**config.mk**
```make
export PLATFORM = sky130hd
export DESIGN_NAME = quicksort_argsort
export DESIGN_NICKNAME = d
export VERILOG_FILES = /design/src/design/qsa_pkg.sv /design/src/design/qsa_dp.sv /design/src/design/qsa_ctrl.sv /design/src/design/quicksort_argsort.sv
export SDC_FILE = /design/constraint.sdc
export NUM_CORES = 2
export LEC_CHECK = 0
export BUFFER_PORTS_ARGS = -buffer_cell sky130_fd_sc_hd__buf_4
export CORE_UTILIZATION = 67
export CTS_BUF_LIST = sky130_fd_sc_hd__clkbuf_4 sky130_fd_sc_hd__clkbuf_8
export DETAILED_ROUTE_END_ITERATION = 6
export GPL_ROUTABILITY_DRIVEN = 0
export PLACE_DENSITY = 0.95
export SYNTH_ARGS = -nofsm -noshare
export SYNTH_HDL_FRONTEND = slang
export SYNTH_SLANG_ARGS = --single-unit
```
**constraint.sdc**
```tcl
create_clock -name clk -period 10.1 [get_ports clk]
set_input_delay 0 -clock clk [delete_from_list [all_inputs] [get_ports clk]]
set_output_delay 0 -clock clk [all_outputs]
set_load 0.03 [all_outputs]
```
**src/design/qsa_pkg.sv**
```systemverilog
// ----------------------------------------------------------------------------
// qsa_pkg
// Types and constants shared by the quicksort argsort block.
// ----------------------------------------------------------------------------
package qsa_pkg;

    localparam int QSA_CAPACITY = 64;
    localparam int VALUE_W      = 32;
    localparam int POS_W        = 6;

    typedef struct packed {
        logic signed [VALUE_W-1:0] sample_value;
        logic                      final_item;
    } sample_t;

    typedef struct packed {
        logic signed [VALUE_W-1:0] sorted_value;
        logic [POS_W-1:0]          source_position;
        logic                      end_of_run;
        logic                      overflow_flag;
    } result_t;

    typedef struct packed {
        logic signed [VALUE_W-1:0] value;
        logic [POS_W-1:0]          pos;
    } entry_t;

    // controller -> datapath
    typedef struct packed {
        logic load_wr;
        logic sort_init;
        logic pop_rd;
        logic range_ld;
        logic pivot_ld;
        logic scan_rd;
        logic scan_ld;
        logic step;
        logic fill_rd;
        logic xa;
        logic xb;
        logic push_hi;
        logic push_lo;
        logic out_rd;
        logic out_ld;
        logic out_next;
        logic clear;
    } qsa_cmd_t;

    // datapath -> controller
    typedef struct packed {
        logic sp_zero;
        logic range_ok;
        logic le_pivot;
        logic j_at_hi;
        logic need_hi;
        logic need_lo;
        logic few;
        logic k_last;
        logic out_taken;
    } qsa_stat_t;

endpackage

```
**src/design/qsa_dp.sv**
```systemverilog
// ----------------------------------------------------------------------------
// qsa_dp
// Datapath: value/tag store, range stack, scan indices and output register.
// ----------------------------------------------------------------------------
module qsa_dp
    import qsa_pkg::*;
#(
    parameter int CAPACITY = QSA_CAPACITY
)
(
    input  logic      clk,
    input  logic      rst_n,
    input  sample_t   sample,
    input  qsa_cmd_t  cmd,
    output qsa_stat_t stat,
    output result_t   result,
    output logic      result_valid,
    input  logic      result_ready
);

    localparam int AW = $clog2(CAPACITY);
    localparam int CW = $clog2(CAPACITY + 1);
    localparam int XW = AW + 1;

    entry_t          mem [CAPACITY];
    logic [2*AW-1:0] stk [CAPACITY];

    logic [CW-1:0]             count_reg;
    logic [CW-1:0]             sp_reg;
    logic                      dropped_reg;
    logic [AW-1:0]             lo_reg, hi_reg, j_reg, fill_reg, k_reg;
    logic signed [VALUE_W-1:0] pivot_reg;
    entry_t                    cur_reg, tmp_reg, rd_reg;
    logic [2*AW-1:0]           stk_rd_reg;
    result_t                   result_reg;
    logic                      result_valid_reg;

    logic          full;
    logic [CW-1:0] sp_dec;
    logic [AW-1:0] stk_lo, stk_hi;
    logic          wr_en;
    logic [AW-1:0] wr_addr, rd_addr;
    entry_t        wr_data;

    assign full   = (count_reg == CW'(CAPACITY));
    assign sp_dec = sp_reg - CW'(1);
    assign stk_lo = stk_rd_reg[2*AW-1:AW];
    assign stk_hi = stk_rd_reg[AW-1:0];

    always_comb
    begin
        wr_en   = 1'b0;
        wr_addr = j_reg;
        wr_data = tmp_reg;
        if (cmd.load_wr && !full)
        begin
            wr_en         = 1'b1;
            wr_addr       = count_reg[AW-1:0];
            wr_data.value = sample.sample_value;
            wr_data.pos   = POS_W'(count_reg);
        end
        else if (cmd.xa)
        begin
            wr_en   = 1'b1;
            wr_addr = fill_reg;
            wr_data = cur_reg;
        end
        else if (cmd.xb)
        begin
            wr_en = 1'b1;
        end
    end

    always_comb
    begin
        if (cmd.fill_rd)
            rd_addr = fill_reg;
        else if (cmd.out_rd)
            rd_addr = k_reg;
        else if (cmd.range_ld)
            rd_addr = stk_hi;
        else
            rd_addr = j_reg;
    end

    always_ff @(posedge clk)
    begin
        if (wr_en)
            mem[wr_addr] <= wr_data;
        rd_reg <= mem[rd_addr];
        if (cmd.sort_init)
            stk[0] <= {AW'(0), AW'(count_reg - CW'(1))};
        else if (cmd.push_hi)
            stk[sp_reg[AW-1:0]] <= {fill_reg + AW'(1), hi_reg};
        else if (cmd.push_lo)
            stk[sp_reg[AW-1:0]] <= {lo_reg, fill_reg - AW'(1)};
        stk_rd_reg <= stk[sp_dec[AW-1:0]];
    end

    // scan payload registers
    always_ff @(posedge clk)
    begin
        if (cmd.range_ld)
        begin
            lo_reg <= stk_lo;
            hi_reg <= stk_hi;
        end
        if (cmd.pivot_ld)
            pivot_reg <= rd_reg.value;
        if (cmd.scan_ld)
            cur_reg <= rd_reg;
        if (cmd.xa)
            tmp_reg <= rd_reg;
    end

    always_ff @(posedge clk or negedge rst_n)
    begin
        if (!rst_n)
        begin
            count_reg        <= '0;
            sp_reg           <= '0;
            dropped_reg      <= 1'b0;
            j_reg            <= '0;
            fill_reg         <= '0;
            k_reg            <= '0;
            result_valid_reg <= 1'b0;
            result_reg       <= '0;
        end
        else
        begin
            if (cmd.load_wr)
            begin
                if (full)
                    dropped_reg <= 1'b1;
                else
                    count_reg <= count_reg + CW'(1);
            end
            if (cmd.sort_init)
                sp_reg <= CW'(1);
            else if (cmd.pop_rd)
                sp_reg <= sp_dec;
            else if (cmd.push_hi || cmd.push_lo)
                sp_reg <= sp_reg + CW'(1);
            if (cmd.pivot_ld)
            begin
                j_reg    <= lo_reg;
                fill_reg <= lo_reg;
            end
            else if (cmd.step)
                j_reg <= j_reg + AW'(1);
            else if (cmd.xb && (j_reg != hi_reg))
            begin
                j_reg    <= j_reg + AW'(1);
                fill_reg <= fill_reg + AW'(1);
            end
            if (cmd.out_ld)
            begin
                result_valid_reg           <= 1'b1;
                result_reg.sorted_value    <= rd_reg.value;
                result_reg.source_position <= rd_reg.pos;
                result_reg.end_of_run      <= stat.k_last;
                result_reg.overflow_flag   <= dropped_reg;
            end
            else if (result_ready)
                result_valid_reg <= 1'b0;
            if (cmd.out_next)
                k_reg <= k_reg + AW'(1);
            if (cmd.clear)
            begin
                count_reg   <= '0;
                sp_reg      <= '0;
                dropped_reg <= 1'b0;
                k_reg       <= '0;
            end
        end
    end

    always_comb
    begin
        stat.sp_zero   = (sp_reg == '0);
        stat.range_ok  = (stk_lo < stk_hi);
        stat.le_pivot  = (rd_reg.value <= pivot_reg);
        stat.j_at_hi   = (j_reg == hi_reg);
        stat.need_hi   = ((XW'(fill_reg) + XW'(1)) < XW'(hi_reg));
        stat.need_lo   = (XW'(fill_reg) > (XW'(lo_reg) + XW'(1)));
        stat.few       = (count_reg < CW'(2));
        stat.k_last    = ((CW'(k_reg) + CW'(1)) == count_reg);
        stat.out_taken = result_valid_reg && result_ready;
    end

    assign result       = result_reg;
    assign result_valid = result_valid_reg;

endmodule

```
**src/design/qsa_ctrl.sv**
```systemverilog
// ----------------------------------------------------------------------------
// qsa_ctrl
// Sequencer: load, range stack pop, Lomuto scan with swaps, pushes, drain.
// ----------------------------------------------------------------------------
module qsa_ctrl
    import qsa_pkg::*;
(
    input  logic      clk,
    input  logic      rst_n,
    input  logic      sample_valid,
    input  logic      final_item,
    output logic      sample_ready,
    input  qsa_stat_t stat,
    output qsa_cmd_t  cmd
);

    typedef enum logic [13:0] {
        S_LOAD  = 14'b00000000000001,
        S_INIT  = 14'b00000000000010,
        S_POP   = 14'b00000000000100,
        S_POPW  = 14'b00000000001000,
        S_PIV   = 14'b00000000010000,
        S_SCAN  = 14'b00000000100000,
        S_SCANW = 14'b00000001000000,
        S_XA    = 14'b00000010000000,
        S_XB    = 14'b00000100000000,
        S_PUSHH = 14'b00001000000000,
        S_PUSHL = 14'b00010000000000,
        S_ORD   = 14'b00100000000000,
        S_OLD   = 14'b01000000000000,
        S_OWAIT = 14'b10000000000000
    } state_t;

    state_t state_reg, state_next;

    always_ff @(posedge clk or negedge rst_n)
    begin
        if (!rst_n)
            state_reg <= S_LOAD;
        else
            state_reg <= state_next;
    end

    always_comb
    begin
        cmd          = '0;
        state_next   = state_reg;
        sample_ready = 1'b0;
        case (state_reg)
            S_LOAD:
            begin
                sample_ready = 1'b1;
                if (sample_valid)
                begin
                    cmd.load_wr = 1'b1;
                    if (final_item)
                        state_next = S_INIT;
                end
            end
            S_INIT:
            begin
                if (stat.few)
                    state_next = S_ORD;
                else
                begin
                    cmd.sort_init = 1'b1;
                    state_next    = S_POP;
                end
            end
            S_POP:
            begin
                if (stat.sp_zero)
                    state_next = S_ORD;
                else
                begin
                    cmd.pop_rd = 1'b1;
                    state_next = S_POPW;
                end
            end
            S_POPW:
            begin
                cmd.range_ld = 1'b1;
                state_next   = stat.range_ok ? S_PIV : S_POP;
            end
            S_PIV:
            begin
                cmd.pivot_ld = 1'b1;
                state_next   = S_SCAN;
            end
            S_SCAN:
            begin
                cmd.scan_rd = 1'b1;
                state_next  = S_SCANW;
            end
            S_SCANW:
            begin
                cmd.scan_ld = 1'b1;
                // the pivot word itself always passes, so the final swap lands here
                if (stat.le_pivot)
                begin
                    cmd.fill_rd = 1'b1;
                    state_next  = S_XA;
                end
                else
                begin
                    cmd.step   = 1'b1;
                    state_next = S_SCAN;
                end
            end
            S_XA:
            begin
                cmd.xa     = 1'b1;
                state_next = S_XB;
            end
            S_XB:
            begin
                cmd.xb     = 1'b1;
                state_next = stat.j_at_hi ? S_PUSHH : S_SCAN;
            end
            S_PUSHH:
            begin
                cmd.push_hi = stat.need_hi;
                state_next  = S_PUSHL;
            end
            S_PUSHL:
            begin
                cmd.push_lo = stat.need_lo;
                state_next  = S_POP;
            end
            S_ORD:
            begin
                cmd.out_rd = 1'b1;
                state_next = S_OLD;
            end
            S_OLD:
            begin
                cmd.out_ld = 1'b1;
                state_next = S_OWAIT;
            end
            S_OWAIT:
            begin
                if (stat.out_taken)
                begin
                    if (stat.k_last)
                    begin
                        cmd.clear  = 1'b1;
                        state_next = S_LOAD;
                    end
                    else
                    begin
                        cmd.out_next = 1'b1;
                        state_next   = S_ORD;
                    end
                end
            end
            default:
            begin
                state_next = S_LOAD;
            end
        endcase
    end

endmodule

```
**src/design/quicksort_argsort.sv**
```systemverilog
// Load: one word per cycle while collecting the set.
// Sort: pop a range, load its pivot, read and compare each element, swap passers, push.
// Drain: each word is read, registered, held until taken; next set loads after the last.
// Store and range stack are single-write memories, so a swap writes in two states.
// Reset (rst_n, async low) clears counts, stack pointer, drop flag and output valid.
// ----------------------------------------------------------------------------
// quicksort_argsort
// Argsort of signed 32-bit words by in-place Lomuto quicksort with range stack.
// ----------------------------------------------------------------------------
module quicksort_argsort
    import qsa_pkg::*;
#(
    parameter int CAPACITY = QSA_CAPACITY
)
(
    input  logic    clk,
    input  logic    rst_n,
    input  logic    sample_valid,
    output logic    sample_ready,
    input  sample_t sample,
    output logic    result_valid,
    input  logic    result_ready,
    output result_t result
);

    qsa_cmd_t  cmd;
    qsa_stat_t stat;

    qsa_ctrl u_ctrl (
        .clk          (clk),
        .rst_n        (rst_n),
        .sample_valid (sample_valid),
        .final_item   (sample.final_item),
        .sample_ready (sample_ready),
        .stat         (stat),
        .cmd          (cmd)
    );

    qsa_dp #(
        .CAPACITY (CAPACITY)
    ) u_dp (
        .clk          (clk),
        .rst_n        (rst_n),
        .sample       (sample),
        .cmd          (cmd),
        .stat         (stat),
        .result       (result),
        .result_valid (result_valid),
        .result_ready (result_ready)
    );

endmodule

```
==> flow_metrics.tcl, run 1 <==
set metrics [dict create \
    status "aborted with a tool error" \
    stop_stage "global routing (5_1_grt)" \
    stop_error "[ERROR GRT-0232] Routing congestion too high. Check the congestion heatmap in the GUI." \
    seq_area_frac_synth 0.7524 \
    yosys-top-cells-area "edfxtp_1 (73%), mux4_2 (4.9%), mux2i_1 (3.3%), nand2_1 (3.1%), dfrtp_1 (1.6%)" \
    globalRouteTotalUtil 0.5926 \
    die_w_um 453.8 \
    cts_made_buffers 494 \
    synth_edf_count 3320 \
    clockBufferDepth 4 \
    h-tree-depth 5 \
    io_pins 79 \
    port_buffers 78 \
    synth_area_mm2 0.1368 \
    row_count 165 \
    synth_top_area_share 0.7289 \
    syn_inst 8244 \
    grt_overflow 12 \
    synth_cell_type_count 91 \
    yosys.area.top_type "edfxtp_1" \
    dp_hpwl_mm 225.1 \
    synthFlopType "edfxtp_1" \
    cts_resized 0 \
    grt_max_degree 202 \
    ys_warn_count 0 \
    clockRootBuffer "clkbuf_8" \
    die_h_um 453.8 \
    cts_setup_buffers 0 \
    synthArstFlopShare 0.02545 \
    synth_area_per_cell_um2 16.59 \
    synth-seq-cells 3458 \
    start_util 0.6753 \
    clock-sinks 3458 \
    pre_cts_slack_ns 2.734 \
    ctsHoldBuffers 45 \
    grt_antenna_before_repair 85 \
    synth_nets 8339 \
]
[metal layers]
metal  overflow  GRT usage
met5          0     0.2708
met1          1     0.5787
met4          6     0.5817
met3          2     0.4805
met2          3     0.7299
[cell usage after synthesis (87+ instances only)]
library cell,number
edfxtp_1,3320
nand2_1,1140
mux2i_1,455
mux4_2,299
clkbuf_1,289
a21oi_1,282
nand3_1,252
nor2_1,247
o221ai_1,236
a31oi_1,190
and3_1,181
a211oi_1,140
mux2_2,129
buf_2,101
o21ai_0,98
dfrtp_1,87
[through the flow]
stage	utilization	hold WS, ns	std cells	instance area (um2)
after CTS	0.7474	0.01249	11590	151400
after detailed placement	0.6976	-0.06546	10670	141300
after global placement	0.6976	-0.05516	10670	141300
after floorplan	-	-0.2956	8244	136800
[cells by family after synthesis]
family          count (synthesis)  share of synthesized area
compound gates               1216                    0.06220
xor+xnor                       48                   0.003074
fa+ha+maj                      58                   0.005306
buf+inv                       580                    0.01936
flops                        3458                     0.7524
mux                           883                    0.09316
simple gates                 2001                    0.06456
==> run 2: changes to the inputs <==
--- a/config.mk
+++ b/config.mk
@@ -6,11 +6,10 @@
 export NUM_CORES = 2
 export LEC_CHECK = 0
 export BUFFER_PORTS_ARGS = -buffer_cell sky130_fd_sc_hd__buf_4
-export CORE_UTILIZATION = 67
-export CTS_BUF_LIST = sky130_fd_sc_hd__clkbuf_4 sky130_fd_sc_hd__clkbuf_8
+export CORE_UTILIZATION = 40
 export DETAILED_ROUTE_END_ITERATION = 6
 export GPL_ROUTABILITY_DRIVEN = 0
-export PLACE_DENSITY = 0.95
+export PLACE_DENSITY_LB_ADDON = 0.15
 export SYNTH_ARGS = -nofsm -noshare
 export SYNTH_HDL_FRONTEND = slang
 export SYNTH_SLANG_ARGS = --single-unit
==> flow_metrics.tcl, run 2 <==
set metrics [dict create \
    start_util 0.4022 \
    dp_cells 12600 \
    largest_reg_flops 2432 \
    synth_cell_type_count 91 \
    routed_wirelength_mm 421.3 \
    leakage_nw 59.71 \
    yosys.area.top_type "edfxtp_1" \
    hp-class "input port to flop" \
    grt_pass1_wl_mm 589.3 \
    die_w_um 586.7 \
    maxCapViolCount 0 \
    hold_viol 0 \
    clockRootBuffer "clkbuf_16" \
    pwr-share-clk 0.467 \
    grt_antenna_before_repair 33 \
    path_class "flop to flop" \
    end_kind "flop" \
    post-synth-top-count-cell "edfxtp_1" \
    final_cell_mix "edfxtp_1 (3,320), nand2_1 (1,136), mux2i_1 (454)" \
    cp_max_fo 69 \
    seq_power_share 0.532 \
    synth_nets 8339 \
    dp_hpwl_mm 231.3 \
    row_count 214 \
    fin_skew_ns 0.09620 \
    worstSkewPairLatency_ns 0.95 \
    placed_cell_area_mm2 0.1443 \
    synth_edf_count 3320 \
    cts_made_buffers 370 \
    synthFlopType "edfxtp_1" \
    fin_crit_ns 6.959 \
    drt_iter0_markers 9230 \
    synthArstFlopShare 0.02545 \
    seq_area_frac_synth 0.7524 \
    dr_total_vias 78670 \
    clk_pin_slew_ns 0.06 \
    area_growth_pct 14.50 \
    clockBufferDepth 4 \
    grt_setup_unrepaired "false" \
    synth_area_per_cell_um2 16.59 \
    final_design_area_no_fill_mm2 0.1566 \
    post-route-util 0.4605 \
    power_switching_mw 5.690 \
    port_buffers 78 \
    h-tree-depth 5 \
    yosys-top-cells-area "edfxtp_1 (73%), mux4_2 (4.9%), mux2i_1 (3.3%), nand2_1 (3.1%), dfrtp_1 (1.6%)" \
    clock-sinks 3458 \
    grt_overflow 0 \
    synth_top_area_share 0.7289 \
    ant_nets 0 \
    setup_viol 0 \
    yosys-top-cells-count "edfxtp_1 (3,320), nand2_1 (1,140), mux2i_1 (455)" \
    ys_warn_count 0 \
    vias_per_cell 5.906 \
    cts_tree "built" \
    syn_inst 8244 \
    fin_cells 13320 \
    drive_gt1_frac 0.1711 \
    status "finished, final reports clean" \
    fin_crit_sh 0.6890 \
    drcViolationCount 0 \
    fmax_ghz 0.1437 \
    setup_tns_ns 0 \
    synth_area_mm2 0.1368 \
    synth-seq-cells 3458 \
    p_comb_frac 0.001 \
    first_pass_iters 6 \
    worstMarginPinSlew_ns 1.378 \
    globalRouteTotalUtil 0.2388 \
    p_int_mw 23.38 \
    dieArea_mm2 0.3443 \
    mostFrequentLayoutCell "edfxtp_1" \
    ir_drop_uv 143.8 \
    io_pins 79 \
    relSlewSlack 0.07294 \
    core_mm2 0.3401 \
    die_h_um 586.7 \
    maxSlewViolCount 0 \
    worst_ep_required_time_ns 10.80 \
    start_kind "flop" \
    grt_max_degree 142 \
    wl_per_cell_um 31.63 \
    grt_pass1_vias 76460 \
    switching_share 0.1957 \
    worst-endpoint-arrival_ns 7.66 \
    cts_resized 0 \
    power_density_mw_per_mm2 185.6 \
    nNetsFinal 8557 \
]
run 2: worst paths after layout:
kind | startpoint | endpoint | slack (ns) | cells after the start
setup / recovery | u_ctrl.state_reg[7] | u_dp.rd_reg[25] | 3.14 | 14
hold / removal | sample[14] | u_dp.mem[12][19] | 0.07 | 4
setup reg to reg | u_ctrl.state_reg[7] | u_dp.rd_reg[25] | 3.14 | 14
hold reg to reg | u_dp.stk_rd_reg[2] | u_dp.hi_reg[2] | 0.44 | 0
max in group asynchronous | rst_n | u_dp.sp_reg[0] | 9.05 | 4
min in group asynchronous | rst_n | u_dp.result[24] | 0.23 | 4
run 2: cells by family after synthesis:
| family | synth area share |
|---|---|
| AOI/OAI and AO/OA | 0.06220 |
| xor gates and xnor gates | 0.003074 |
| adders and majority gates | 0.005306 |
| buffers and inverters | 0.01936 |
| DFF | 0.7524 |
| muxes | 0.09316 |
| and+or+nand+nor | 0.06456 |
run 2: per-layer routing:
| metal | vias to the layer above | track usage | share of wire | wire length [um] |
|---|---|---|---|---|
| li1 | 33070 | - | - | - |
| met1 | 41630 | 0.3518 | 0.44 | 186700 |
| met2 | 3385 | 0.3681 | 0.45 | 190900 |
| met3 | 578 | 0.04544 | 0.082 | 34680 |
| met4 | 6 | 0.05268 | 0.021 | 8992 |
| met5 | - | 0 | 0.000097 | 41 |
run 2: repair_timing:
action,4_1_cts,5_1_grt
setup buffers,0,0
endpoints found under the hold margin,540,0
hold buffers,22,0
run 2: metrics by stage:
step	power, mW	setup WS [ns]	hold WS [ns]
3_5_place_dp	15.80	3.351	0.1122
3_3_place_gp	15.80	2.732	0.1046
2_1_floorplan	15.77	3.706	-0.2956
4_1_cts	29.27	3.295	0.01427
6_report	29.07	3.141	0.06537
5_1_grt	29.77	3.040	0.06809
run 2: worst max-delay path, cell delays in order (launching register included):
cell,delay [ns]
dfrtp_1,0.45
nor4_4,0.38
and3_1,0.27
and3_1,0.20
nand3b_2,0.25
clkinv_2,0.18
buf_4,0.61
nand3_4,0.63
nand2_4,0.76
buf_4,0.78
nand2_1,0.19
a31oi_1,0.25
nor3b_1,0.07
or4_1,0.55
nor4_1,1.06
run 2: power groups by stage:
stage | combinational (mW) | sequential [mW] | clock (mW)
CTS | 0.0346 | 15.5 | 13.8
finish | 0.0337 | 15.5 | 13.6
detailed placement | 0.0251 | 15.8 | 0
global route | 0.0358 | 15.5 | 14.3
global placement | 0.0249 | 15.8 | 0
floorplan | 0.000263 | 15.8 | 0
run 2: area by class of cell:
type | count | area [um2]
multi-input combinational | 4206 | 32690
antenna | 8 | 20.02
sequential | 3458 | 102900
inverter | 69 | 261.5
fill | 29310 | 183400
clock inverter | 196 | 1992
timing repair buffer | 357 | 2965
tap | 4536 | 5675
clock buffer | 489 | 10100
Note: power is estimated with default switching activity, not from simulation.
